File: src/rtl/bgc_pkg.sv
// Shared types, codes and defaults for the button gesture classifier.
package bgc_pkg;

    localparam int TIME_BITS_DEF = 32;
    localparam int NOW_W         = 32;
    localparam int CFG_W         = 16;
    localparam int CFG_IDX_W     = 2;
    localparam int DIR_W         = 3;

    // Item kinds
    localparam logic FUNC_EDGE = 1'b0;
    localparam logic FUNC_POLL = 1'b1;

    // Direction codes
    localparam logic [DIR_W-1:0] DIR_IDLE   = 3'd0;
    localparam logic [DIR_W-1:0] DIR_SELECT = 3'd1;
    localparam logic [DIR_W-1:0] DIR_RETURN = 3'd2;
    localparam logic [DIR_W-1:0] DIR_UP     = 3'd3;
    localparam logic [DIR_W-1:0] DIR_DN     = 3'd4;

    // Register indexes
    localparam logic [CFG_IDX_W-1:0] CFG_IDX_DOUBLE_WINDOW = 2'd0;
    localparam logic [CFG_IDX_W-1:0] CFG_IDX_LONG_PRESS    = 2'd1;
    localparam logic [CFG_IDX_W-1:0] CFG_IDX_DEBOUNCE      = 2'd2;

    // Register reset values
    localparam logic [CFG_W-1:0] RST_DOUBLE_WINDOW = 16'd250;
    localparam logic [CFG_W-1:0] RST_LONG_PRESS    = 16'd600;
    localparam logic [CFG_W-1:0] RST_DEBOUNCE      = 16'd8;

    typedef logic [DIR_W-1:0] t_dir;

    typedef struct packed {
        logic [CFG_W-1:0] double_window_ms;
        logic [CFG_W-1:0] long_press_ms;
        logic [CFG_W-1:0] debounce_ms;
    } t_cfg;

    typedef struct packed {
        logic             func;
        logic [NOW_W-1:0] now_ms;
        logic             nav_pressed;
        logic             select_pressed;
    } t_item;

endpackage

File: src/rtl/bgc_intf.sv
// Channel interfaces: input items, result items and configuration writes.
interface bgc_in_if;
    logic                      valid;
    logic                      ready;
    logic                      func;
    logic [bgc_pkg::NOW_W-1:0] now_ms;
    logic                      nav_pressed;
    logic                      select_pressed;

    modport source (output valid, func, now_ms, nav_pressed, select_pressed, input ready);
    modport sink   (input valid, func, now_ms, nav_pressed, select_pressed, output ready);
endinterface

interface bgc_out_if;
    logic          valid;
    logic          ready;
    bgc_pkg::t_dir direction;

    modport source (output valid, direction, input ready);
    modport sink   (input valid, direction, output ready);
endinterface

interface bgc_cfg_if;
    logic                          valid;
    logic                          ready;
    logic [bgc_pkg::CFG_IDX_W-1:0] index;
    logic [bgc_pkg::CFG_W-1:0]     data;

    modport source (output valid, index, data, input ready);
    modport sink   (input valid, index, data, output ready);
endinterface

File: src/rtl/button_gesture_classifier.sv
// Top level of the button gesture classifier: input register, core, result register.
//
// Usage:
//   i_cmd carries one item per transfer: an edge event on the navigation
//   button (func 0, nav_pressed is the level) or a poll (func 1,
//   select_pressed is the level), each with a millisecond timestamp.
//   o_res carries one direction code per poll; edge events produce nothing.
//   i_cfg writes the double window, long press and debounce registers
//   (index 0, 1, 2; index 3 is ignored). It is always ready; the user must
//   write it only while no item is in flight; the block does not enforce this.
// Pipeline and rate:
//   An accepted item is held in the input register; as it moves on, the
//   core's compare logic updates the gesture state and, for a poll, loads
//   the result register, which drives o_res.valid. One item per cycle is
//   sustained while no poll is held behind a stalled result.
// Stalls and reset:
//   When o_res is stalled with a result waiting, edge events still pass
//   through; a poll holds in the input register, and i_cmd.ready drops,
//   until the result register frees. Reset is synchronous, active low: it
//   empties both registers, restores register defaults and clears the
//   gesture state (timestamps to zero).
module button_gesture_classifier #(
    parameter int TIME_BITS = bgc_pkg::TIME_BITS_DEF
) (
    input  logic      i_clk,
    input  logic      i_rst_n,
    bgc_in_if.sink    i_cmd,
    bgc_out_if.source o_res,
    bgc_cfg_if.sink   i_cfg
);

    bgc_pkg::t_cfg  w_cfg;
    bgc_pkg::t_dir  w_dir;
    bgc_pkg::t_item r_item;
    logic           r_item_valid;
    logic           r_out_valid, n_out_valid;
    bgc_pkg::t_dir  r_out_dir;
    logic           w_adv;

    bgc_cfg_regs u_cfg (
        .i_clk   (i_clk),
        .i_rst_n (i_rst_n),
        .i_cfg   (i_cfg),
        .o_cfg   (w_cfg)
    );

    // The input register moves on when its item is an edge (no result) or
    // when the result register is empty or being drained this cycle.
    assign w_adv = r_item_valid
                   && ((r_item.func == bgc_pkg::FUNC_EDGE) || !r_out_valid || o_res.ready);

    assign i_cmd.ready = !r_item_valid || w_adv;

    bgc_core #(
        .TIME_BITS (TIME_BITS)
    ) u_core (
        .i_clk   (i_clk),
        .i_rst_n (i_rst_n),
        .i_step  (w_adv),
        .i_item  (r_item),
        .i_cfg   (w_cfg),
        .o_dir   (w_dir)
    );

    always_ff @(posedge i_clk) begin
        if (!i_rst_n) begin
            r_item_valid <= 1'b0;
        end else if (i_cmd.ready) begin
            r_item_valid <= i_cmd.valid;
        end
    end

    // payload register, no reset needed
    always_ff @(posedge i_clk) begin
        if (i_cmd.valid && i_cmd.ready) begin
            r_item.func           <= i_cmd.func;
            r_item.now_ms         <= i_cmd.now_ms;
            r_item.nav_pressed    <= i_cmd.nav_pressed;
            r_item.select_pressed <= i_cmd.select_pressed;
        end
    end

    always_comb begin
        n_out_valid = r_out_valid;
        if (w_adv && (r_item.func == bgc_pkg::FUNC_POLL)) begin
            n_out_valid = 1'b1;
        end else if (o_res.ready) begin
            n_out_valid = 1'b0;
        end
    end

    always_ff @(posedge i_clk) begin
        if (!i_rst_n) begin
            r_out_valid <= 1'b0;
        end else begin
            r_out_valid <= n_out_valid;
        end
    end

    always_ff @(posedge i_clk) begin
        if (w_adv && (r_item.func == bgc_pkg::FUNC_POLL)) begin
            r_out_dir <= w_dir;
        end
    end

    assign o_res.valid     = r_out_valid;
    assign o_res.direction = r_out_dir;

    // A waiting result is never dropped while the receiver stalls.
    a_out_kept: assert property (@(posedge i_clk) disable iff (!i_rst_n)
        (r_out_valid && !o_res.ready) |=> r_out_valid)
        else $error("stalled result lost");

    // Input backpressure only comes from a held poll behind a full result register.
    a_ready_cause: assert property (@(posedge i_clk) disable iff (!i_rst_n)
        !i_cmd.ready |-> (r_item_valid && (r_item.func == bgc_pkg::FUNC_POLL)
                          && r_out_valid && !o_res.ready))
        else $error("input stalled without cause");

endmodule

File: src/rtl/bgc_cfg_regs.sv
// Configuration register file: window, long-press and debounce times.
module bgc_cfg_regs (
    input  logic          i_clk,
    input  logic          i_rst_n,
    bgc_cfg_if.sink       i_cfg,
    output bgc_pkg::t_cfg o_cfg
);

    bgc_pkg::t_cfg r_cfg;

    assign i_cfg.ready = 1'b1;
    assign o_cfg       = r_cfg;

    always_ff @(posedge i_clk) begin
        if (!i_rst_n) begin
            r_cfg.double_window_ms <= bgc_pkg::RST_DOUBLE_WINDOW;
            r_cfg.long_press_ms    <= bgc_pkg::RST_LONG_PRESS;
            r_cfg.debounce_ms      <= bgc_pkg::RST_DEBOUNCE;
        end else if (i_cfg.valid) begin
            case (i_cfg.index)
                bgc_pkg::CFG_IDX_DOUBLE_WINDOW: r_cfg.double_window_ms <= i_cfg.data;
                bgc_pkg::CFG_IDX_LONG_PRESS:    r_cfg.long_press_ms    <= i_cfg.data;
                bgc_pkg::CFG_IDX_DEBOUNCE:      r_cfg.debounce_ms      <= i_cfg.data;
                default: ; // unmapped index, write dropped
            endcase
        end
    end

endmodule

File: src/rtl/bgc_core.sv
// Gesture state and classification of one edge event or poll.
module bgc_core #(
    parameter int TIME_BITS = bgc_pkg::TIME_BITS_DEF
) (
    input  logic           i_clk,
    input  logic           i_rst_n,
    input  logic           i_step,
    input  bgc_pkg::t_item i_item,
    input  bgc_pkg::t_cfg  i_cfg,
    output bgc_pkg::t_dir  o_dir
);

    logic [TIME_BITS-1:0] r_last, n_last;
    logic [TIME_BITS-1:0] r_press, n_press;
    logic [TIME_BITS-1:0] r_first, n_first;
    logic r_down, n_down;
    logic r_wait, n_wait;
    logic r_dbl, n_dbl;
    logic r_long_seen, n_long_seen;
    logic r_long_fired, n_long_fired;

    logic [TIME_BITS-1:0] w_now;
    logic [TIME_BITS-1:0] w_el_last, w_el_press, w_el_first;
    logic [TIME_BITS-1:0] w_dw, w_lp, w_deb;
    logic                 w_bounce;

    // Timestamps wrap at TIME_BITS; the cast truncates or zero-extends.
    assign w_now      = TIME_BITS'(i_item.now_ms);
    assign w_el_last  = w_now - r_last;
    assign w_el_press = w_now - r_press;
    assign w_el_first = w_now - r_first;
    assign w_dw       = TIME_BITS'(i_cfg.double_window_ms);
    assign w_lp       = TIME_BITS'(i_cfg.long_press_ms);
    assign w_deb      = TIME_BITS'(i_cfg.debounce_ms);
    assign w_bounce   = (w_el_last < w_deb);

    always_comb begin
        n_last       = r_last;
        n_press      = r_press;
        n_first      = r_first;
        n_down       = r_down;
        n_wait       = r_wait;
        n_dbl        = r_dbl;
        n_long_seen  = r_long_seen;
        n_long_fired = r_long_fired;
        o_dir        = bgc_pkg::DIR_IDLE;

        if (i_item.func == bgc_pkg::FUNC_EDGE) begin
            if (!w_bounce) begin
                n_last = w_now;
                if (i_item.nav_pressed) begin
                    n_down  = 1'b1;
                    n_press = w_now;
                end else begin
                    n_down = 1'b0;
                    if (r_long_seen) begin
                        // long hold already reported: no release recorded
                        n_long_seen = 1'b0;
                        n_wait      = 1'b0;
                    end else if (w_el_press < w_lp) begin
                        if (r_wait && (w_el_first <= w_dw)) begin
                            n_dbl  = 1'b1;
                            n_wait = 1'b0;
                        end else begin
                            n_wait  = 1'b1;
                            n_first = w_now;
                        end
                    end else begin
                        n_wait = 1'b0;
                    end
                end
            end
        end else if (i_item.select_pressed) begin
            o_dir = bgc_pkg::DIR_SELECT;
        end else if (r_down) begin
            if (!r_long_fired && (w_el_press > w_lp)) begin
                n_long_fired = 1'b1;
                n_wait       = 1'b0;
                n_dbl        = 1'b0;
                n_long_seen  = 1'b1;
                o_dir        = bgc_pkg::DIR_RETURN;
            end
        end else begin
            n_long_fired = 1'b0;
            if (r_dbl) begin
                n_dbl  = 1'b0;
                n_wait = 1'b0;
                o_dir  = bgc_pkg::DIR_UP;
            end else if (r_wait && (w_el_first > w_dw)) begin
                n_wait = 1'b0;
                o_dir  = bgc_pkg::DIR_DN;
            end
        end
    end

    always_ff @(posedge i_clk) begin
        if (!i_rst_n) begin
            r_last       <= '0;
            r_press      <= '0;
            r_first      <= '0;
            r_down       <= 1'b0;
            r_wait       <= 1'b0;
            r_dbl        <= 1'b0;
            r_long_seen  <= 1'b0;
            r_long_fired <= 1'b0;
        end else if (i_step) begin
            r_last       <= n_last;
            r_press      <= n_press;
            r_first      <= n_first;
            r_down       <= n_down;
            r_wait       <= n_wait;
            r_dbl        <= n_dbl;
            r_long_seen  <= n_long_seen;
            r_long_fired <= n_long_fired;
        end
    end

    // A reported long hold stays marked until the button is released.
    a_long_seen_held: assert property (@(posedge i_clk) disable iff (!i_rst_n)
        r_long_seen |-> (r_down && r_long_fired))
        else $error("long_seen set without a held, reported press");

    // A bounced edge leaves every piece of state untouched.
    a_bounce_no_change: assert property (@(posedge i_clk) disable iff (!i_rst_n)
        (i_step && (i_item.func == bgc_pkg::FUNC_EDGE) && w_bounce)
        |=> ($stable(r_last) && $stable(r_press) && $stable(r_first) && $stable(r_down)
             && $stable(r_wait) && $stable(r_dbl) && $stable(r_long_seen)))
        else $error("bounced edge changed state");

    // Back is reported once and arms the long-hold marks.
    a_back_marks: assert property (@(posedge i_clk) disable iff (!i_rst_n)
        (i_step && (i_item.func == bgc_pkg::FUNC_POLL) && (o_dir == bgc_pkg::DIR_RETURN))
        |=> (r_long_fired && r_long_seen && !r_dbl && !r_wait))
        else $error("back reported without arming long-hold state");

endmodule
File: src/flat_wrapper.sv
// flat-port wrapper written by rule: the top's interface ports become plain ports
module button_gesture_classifier_flat 
#(
    parameter int TIME_BITS = bgc_pkg::TIME_BITS_DEF
)
  (i_clk, i_rst_n, i_cmd_valid, i_cmd_func, i_cmd_now_ms, i_cmd_nav_pressed, i_cmd_select_pressed, i_cmd_ready, o_res_valid, o_res_direction, o_res_ready, i_cfg_valid, i_cfg_index, i_cfg_data, i_cfg_ready);
  bgc_in_if i_cmd_i ();
  bgc_out_if o_res_i ();
  bgc_cfg_if i_cfg_i ();
  input  logic i_clk;
  input  logic i_rst_n;
  input wire logic [$bits(i_cmd_i.valid)-1:0] i_cmd_valid;
  input wire logic [$bits(i_cmd_i.func)-1:0] i_cmd_func;
  input wire logic [$bits(i_cmd_i.now_ms)-1:0] i_cmd_now_ms;
  input wire logic [$bits(i_cmd_i.nav_pressed)-1:0] i_cmd_nav_pressed;
  input wire logic [$bits(i_cmd_i.select_pressed)-1:0] i_cmd_select_pressed;
  output wire logic [$bits(i_cmd_i.ready)-1:0] i_cmd_ready;
  output wire logic [$bits(o_res_i.valid)-1:0] o_res_valid;
  output wire logic [$bits(o_res_i.direction)-1:0] o_res_direction;
  input wire logic [$bits(o_res_i.ready)-1:0] o_res_ready;
  input wire logic [$bits(i_cfg_i.valid)-1:0] i_cfg_valid;
  input wire logic [$bits(i_cfg_i.index)-1:0] i_cfg_index;
  input wire logic [$bits(i_cfg_i.data)-1:0] i_cfg_data;
  output wire logic [$bits(i_cfg_i.ready)-1:0] i_cfg_ready;
  assign i_cmd_i.valid = i_cmd_valid;
  assign i_cmd_i.func = i_cmd_func;
  assign i_cmd_i.now_ms = i_cmd_now_ms;
  assign i_cmd_i.nav_pressed = i_cmd_nav_pressed;
  assign i_cmd_i.select_pressed = i_cmd_select_pressed;
  assign i_cmd_ready = i_cmd_i.ready;
  assign o_res_valid = o_res_i.valid;
  assign o_res_direction = o_res_i.direction;
  assign o_res_i.ready = o_res_ready;
  assign i_cfg_i.valid = i_cfg_valid;
  assign i_cfg_i.index = i_cfg_index;
  assign i_cfg_i.data = i_cfg_data;
  assign i_cfg_ready = i_cfg_i.ready;
  button_gesture_classifier #(.TIME_BITS(TIME_BITS)) u_core (.i_clk(i_clk), .i_rst_n(i_rst_n), .i_cmd(i_cmd_i), .o_res(o_res_i), .i_cfg(i_cfg_i));
endmodule
File: config.mk
export PLATFORM = sky130hd
export DESIGN_NAME = button_gesture_classifier_flat
export DESIGN_NICKNAME = d
export VERILOG_FILES = /design/src/rtl/bgc_pkg.sv /design/src/rtl/bgc_intf.sv /design/src/rtl/button_gesture_classifier.sv /design/src/rtl/bgc_cfg_regs.sv /design/src/rtl/bgc_core.sv /design/src/flat_wrapper.sv
export SDC_FILE = /design/constraint.sdc
export NUM_CORES = 1
export LEC_CHECK = 0
export BUFFER_PORTS_ARGS = -buffer_cell sky130_fd_sc_hd__buf_2
export CORE_ASPECT_RATIO = 0.6
export CORE_MARGIN = 2
export CORE_UTILIZATION = 40
export DETAILED_ROUTE_END_ITERATION = 12
export GPL_ROUTABILITY_DRIVEN = 0
export PLACE_DENSITY_LB_ADDON = 0.05
export SYNTH_ARGS = -nofsm -noshare
export SYNTH_HDL_FRONTEND = slang
export SYNTH_SLANG_ARGS = --single-unit
File: constraint.sdc
create_clock -name i_clk -period 4.7 [get_ports i_clk]
set_input_delay 0 -clock i_clk [delete_from_list [all_inputs] [get_ports i_clk]]
set_output_delay 0 -clock i_clk [all_outputs]
set_load 0.02 [all_outputs]
==> metrics.csv <==
stage,metric,value,unit
global_route,grt_max_degree,80,
sta,fin_ws,-0.408,ns
routing,dr_total_vias,14600,
yosys,synth_edf_count,38,
routing,top_layer,met4,
sta,fin_skew,0.0141,ns
routing,first_iter_violations,1188,
setup_path,r2r_setup_slack,-0.41,ns
clock_tree,htree_levels,4,
yosys,synth.avg_cell_area,7.69,µm²
setup_path,slowest_stage,or4_4,
setup_path,r2r-end,u_core.u_core.r_first[28],
yosys,synth.net_count,2069,
setup_path,cpMostUsedCell,a21oi_2,
worst_hold_path,min_path_cells,5,
sta,maxSlewHeadroom,0.326,
worst_hold_path,hp-class,input pin to register,
cells_and_area,post-route-cell-area,18500,µm²
cells_and_area,nets,2321,
clock_tree,cts_tree,built,
floorplan,initial_utilization,0.408,
cells_and_area,syn2layout_area_growth,28.6,%
routing,dr_wl_met2,19700,µm
worst_hold_path,hold_end,u_core.o_res.valid,
sta,finalCritPeriodShare,1.09,
yosys,ys_seq_area_frac,0.290,
global_route,grt_overflow,0,
power,ir_drop,260,µV
sta,hold_viol_final,0,
setup_path,critPathCaptureType,register,
setup_path,worstPathArrival,5.43,ns
routing,dr.pass1.iters,9,
floorplan,io_pins,64,
placed_design,hpwl,37800,µm
power,power.density,250,nW/µm²
clock_tree,root_buffer,clkbuf_16,
sta,rsz0062_at_grt,true,
setup_path,crit_path_cell_trace,inv_2 > ha_4 > inv_2 > fa_2 > a21o_1 > a221o_1 > a211o_1 > a21oi_2 > xnor2_1 > ha_1 > a21oi_2 > nand2_1 > a211oi_2 > o22ai_2 > or4_4 > nor4_4 > nand4_1 > nor2_2 > buf_4 > a31oi_4 > buf_12 > clkbuf_16 > nand4_1 > a21oi_2,
clock_tree,clockBufferDepth,2,
setup_path,worst_r2r_path_depth,24,
status,status,"complete, but fails checks",
cells_and_area,final_cell_mix,"296 x nand2_1, 215 x a21oi_1, 186 x buf_4, 159 x inv_1, 151 x dfxtp_1",
setup_path,crit_buf_inv,5,
clock_tree,clk_latency,0.46,ns
cells_and_area,diodes,0,
floorplan,die_x,249,µm
routing,wl_per_cell,19.6,µm
clock_tree,cts_buffers,17,
status,violations,negative setup slack,
routing,drc_errors,0,
cells_and_area,fin_cells,2600,
sta,clock.fmax,196,MHz
power,p_leak,7.17,nW
setup_path,reg2reg_from,u_core.r_item[2],
yosys,yosys-top-cells-area,"dfxtp_1 21%, ha_1 12%, nand2_1 8.4%, a21oi_1 7.9%, edfxtp_1 7.9%",
global_route,track_usage,0.260,
setup_path,worstPathRequired,5.02,ns
placed_design,placed_cell_area,16300,µm²
routing,m1WireLength,26100,µm
floorplan,core,35200,µm²
yosys,synth_top_area_cell,dfxtp_1,
job,max_cap_viol_count,0,
setup_path,critPathMaxStageDelay,0.46,ns
yosys,synth_top_family_by_area,compound AO/OA/AOI/OAI gates,
routing,vias_per_cell,5.61,
floorplan,die_h,151,µm
routing,wl,51000,µm
power,design_power_total,0.00462,W
yosys,ys.flop_type,dfxtp_1,
placed_design,io_buffers,62,
cells_and_area,drive_above_1_share,0.204,
yosys,syn_area,14400,µm²
clock_tree,cts.sinks,189,
yosys,synth.distinct_cells,85,
global_route,grt_pass1_wl,75300,µm
sta,final-setup-viol-count,100,
routing,dr_wl_met3,4640,µm
setup_path,worstSetupPathType,register to register,
yosys,synth_cells,1868,
yosys,synth_compound_area_frac,0.232,
routing,antenna_left,0,
cells_and_area,mostFrequentLayoutCell,nand2_1,
yosys,synth_fa_ha_area_frac,0.126,
yosys,synth_xor_area_frac,0.0341,
worst_hold_path,min_from,o_res_ready,
floorplan,rows,53,
yosys,synth_warnings,0,
yosys,synth_top_area_share,0.210,
sta,fin_crit,5.11,ns
clock_tree,path_clk_slew,0.08,ns
yosys,muxShareOfSynthArea,0.0324,
sta,setup_tns,-36.68,ns
setup_path,cp_max_fo,8,
floorplan,die_area,37500,µm²
setup_path,worst_setup_path_start_kind,register,
yosys,synth_simple_gate_area_frac,0.207,
global_route,grt_pass1_vias,13200,
placed_design,place_inst,2481,
setup_path,critPathTopFamily,compound AO/OA/AOI/OAI gates,
yosys,ys_ff_latch,189,
sta,worst_pin_slew,0.985,ns
sta,hold_slack,0.0293,ns
sta,slew_violations,0,
global_route,antenna_found_initial,0,
yosys,async_reset_ff_frac,0,
-- state kept, by name, summed over array words and instances, names as in the netlist --
signal,flops
u_core.u_cfg.o_cfg,48
u_core.r_item,35
u_core.u_core.r_first,32
u_core.u_core.r_last,32
u_core.u_core.r_press,32
u_core.o_res.direction,3
u_core.o_res.valid,1
u_core.r_item_valid,1
u_core.u_core.r_dbl,1
u_core.u_core.r_down,1
u_core.u_core.r_long_fired,1
u_core.u_core.r_long_seen,1
u_core.u_core.r_wait,1
-- cells in the mapped netlist, types with 8 or more instances --
master,number
xor2_1,20
a21oi_1,228
nor3_1,25
nand3_1,22
mux2i_1,42
buf_6,8
ha_1,140
nand2b_1,15
nor2_1,72
and3_1,12
nand4_1,77
a31oi_1,13
inv_1,161
buf_2,8
o21ai_0,92
or3_1,10
nand2_1,321
o211ai_1,26
dfxtp_1,151
o21a_1,23
clkbuf_1,75
a211oi_1,14
and2_1,11
o21ai_1,17
xnor2_1,36
a21o_1,33
nor2b_1,15
o31ai_1,9
edfxtp_1,38
-- how the worst max path moves through the flow --
stage                     startpoint                        end  cells past startpoint  slack [ns]
finish              u_core.r_item[2]  u_core.u_core.r_first[28]                     24       -0.41
global route        u_core.r_item[2]   u_core.u_core.r_first[8]                     26       -0.69
CTS                 u_core.r_item[2]        u_core.u_core.r_dbl                     24       -0.30
detailed placement  u_core.r_item[2]  u_core.u_core.r_first[12]                     22       -0.92
global placement    u_core.r_item[2]  u_core.u_core.r_first[13]                     22       -0.78
floorplan           u_core.r_item[2]   u_core.u_core.r_press[0]                     24        0.03
-- report_power, final --
part | total, W | leakage, nW | switching [W] | internal, W
Sequential | 0.00174 | 1.59 | 0.0000390 | 0.00170
Combinational | 0.00137 | 5.29 | 0.000781 | 0.000590
Clock | 0.00150 | 0.293 | 0.000714 | 0.000789
-- what timing repair did --
action	in CTS	in global routing
hold endpoints to repair	86	0
resized for setup	75	95
hold buffers	52	0
pin swaps	37	58
setup buffers	10	11
setup endpoints to repair	101	102
gates cloned	3	12
-- cell families after synthesis --
group | count (synthesis)
buffers and inverters | 263
adders and majority gates | 143
AOI/OAI and AO/OA | 542
xor gates and xnor gates | 56
and+or+nand+nor | 628
other | 1
muxes | 46
DFF | 189
-- metrics by stage --
step           utilization  setup slack [ns]
3_5_place_dp         0.462            -0.923
2_1_floorplan            -            0.0277
4_1_cts              0.505            -0.296
5_1_grt              0.525            -0.692
3_3_place_gp         0.462            -0.780
6_report             0.525            -0.408
-- final cells by class --
type / count / area, µm²
clock buffers: 19 / 464
well taps: 467 / 584
clock inverters: 13 / 126
multi-input cells: 1416 / 9680
flip-flops and latches: 189 / 4160
inverters: 162 / 609
repair buffers: 334 / 2860
fillers: 3321 / 16700
-- worst reg2reg max path, delay by kind of cell, from the launching register on --
family | cells | cell delay [ns]
XOR/XNOR | 1 | 0.13
flip-flops | 1 | 0.40
AO/OA/AOI/OAI | 9 | 1.76
adder cells (fa/ha/maj) | 3 | 0.77
AND/OR/NAND/NOR | 6 | 1.26
buffers and inverters | 5 | 0.64
-- layer usage --
| layer | track usage | vias to the layer above |
|---|---|---|
| met3 | 0.0595 | 32 |
| met4 | 0.0464 | 0 |
| met5 | 0 | - |
| li1 | - | 7176 |
| met1 | 0.408 | 6878 |
| met2 | 0.358 | 500 |
Power figures use the tool's default switching activity.
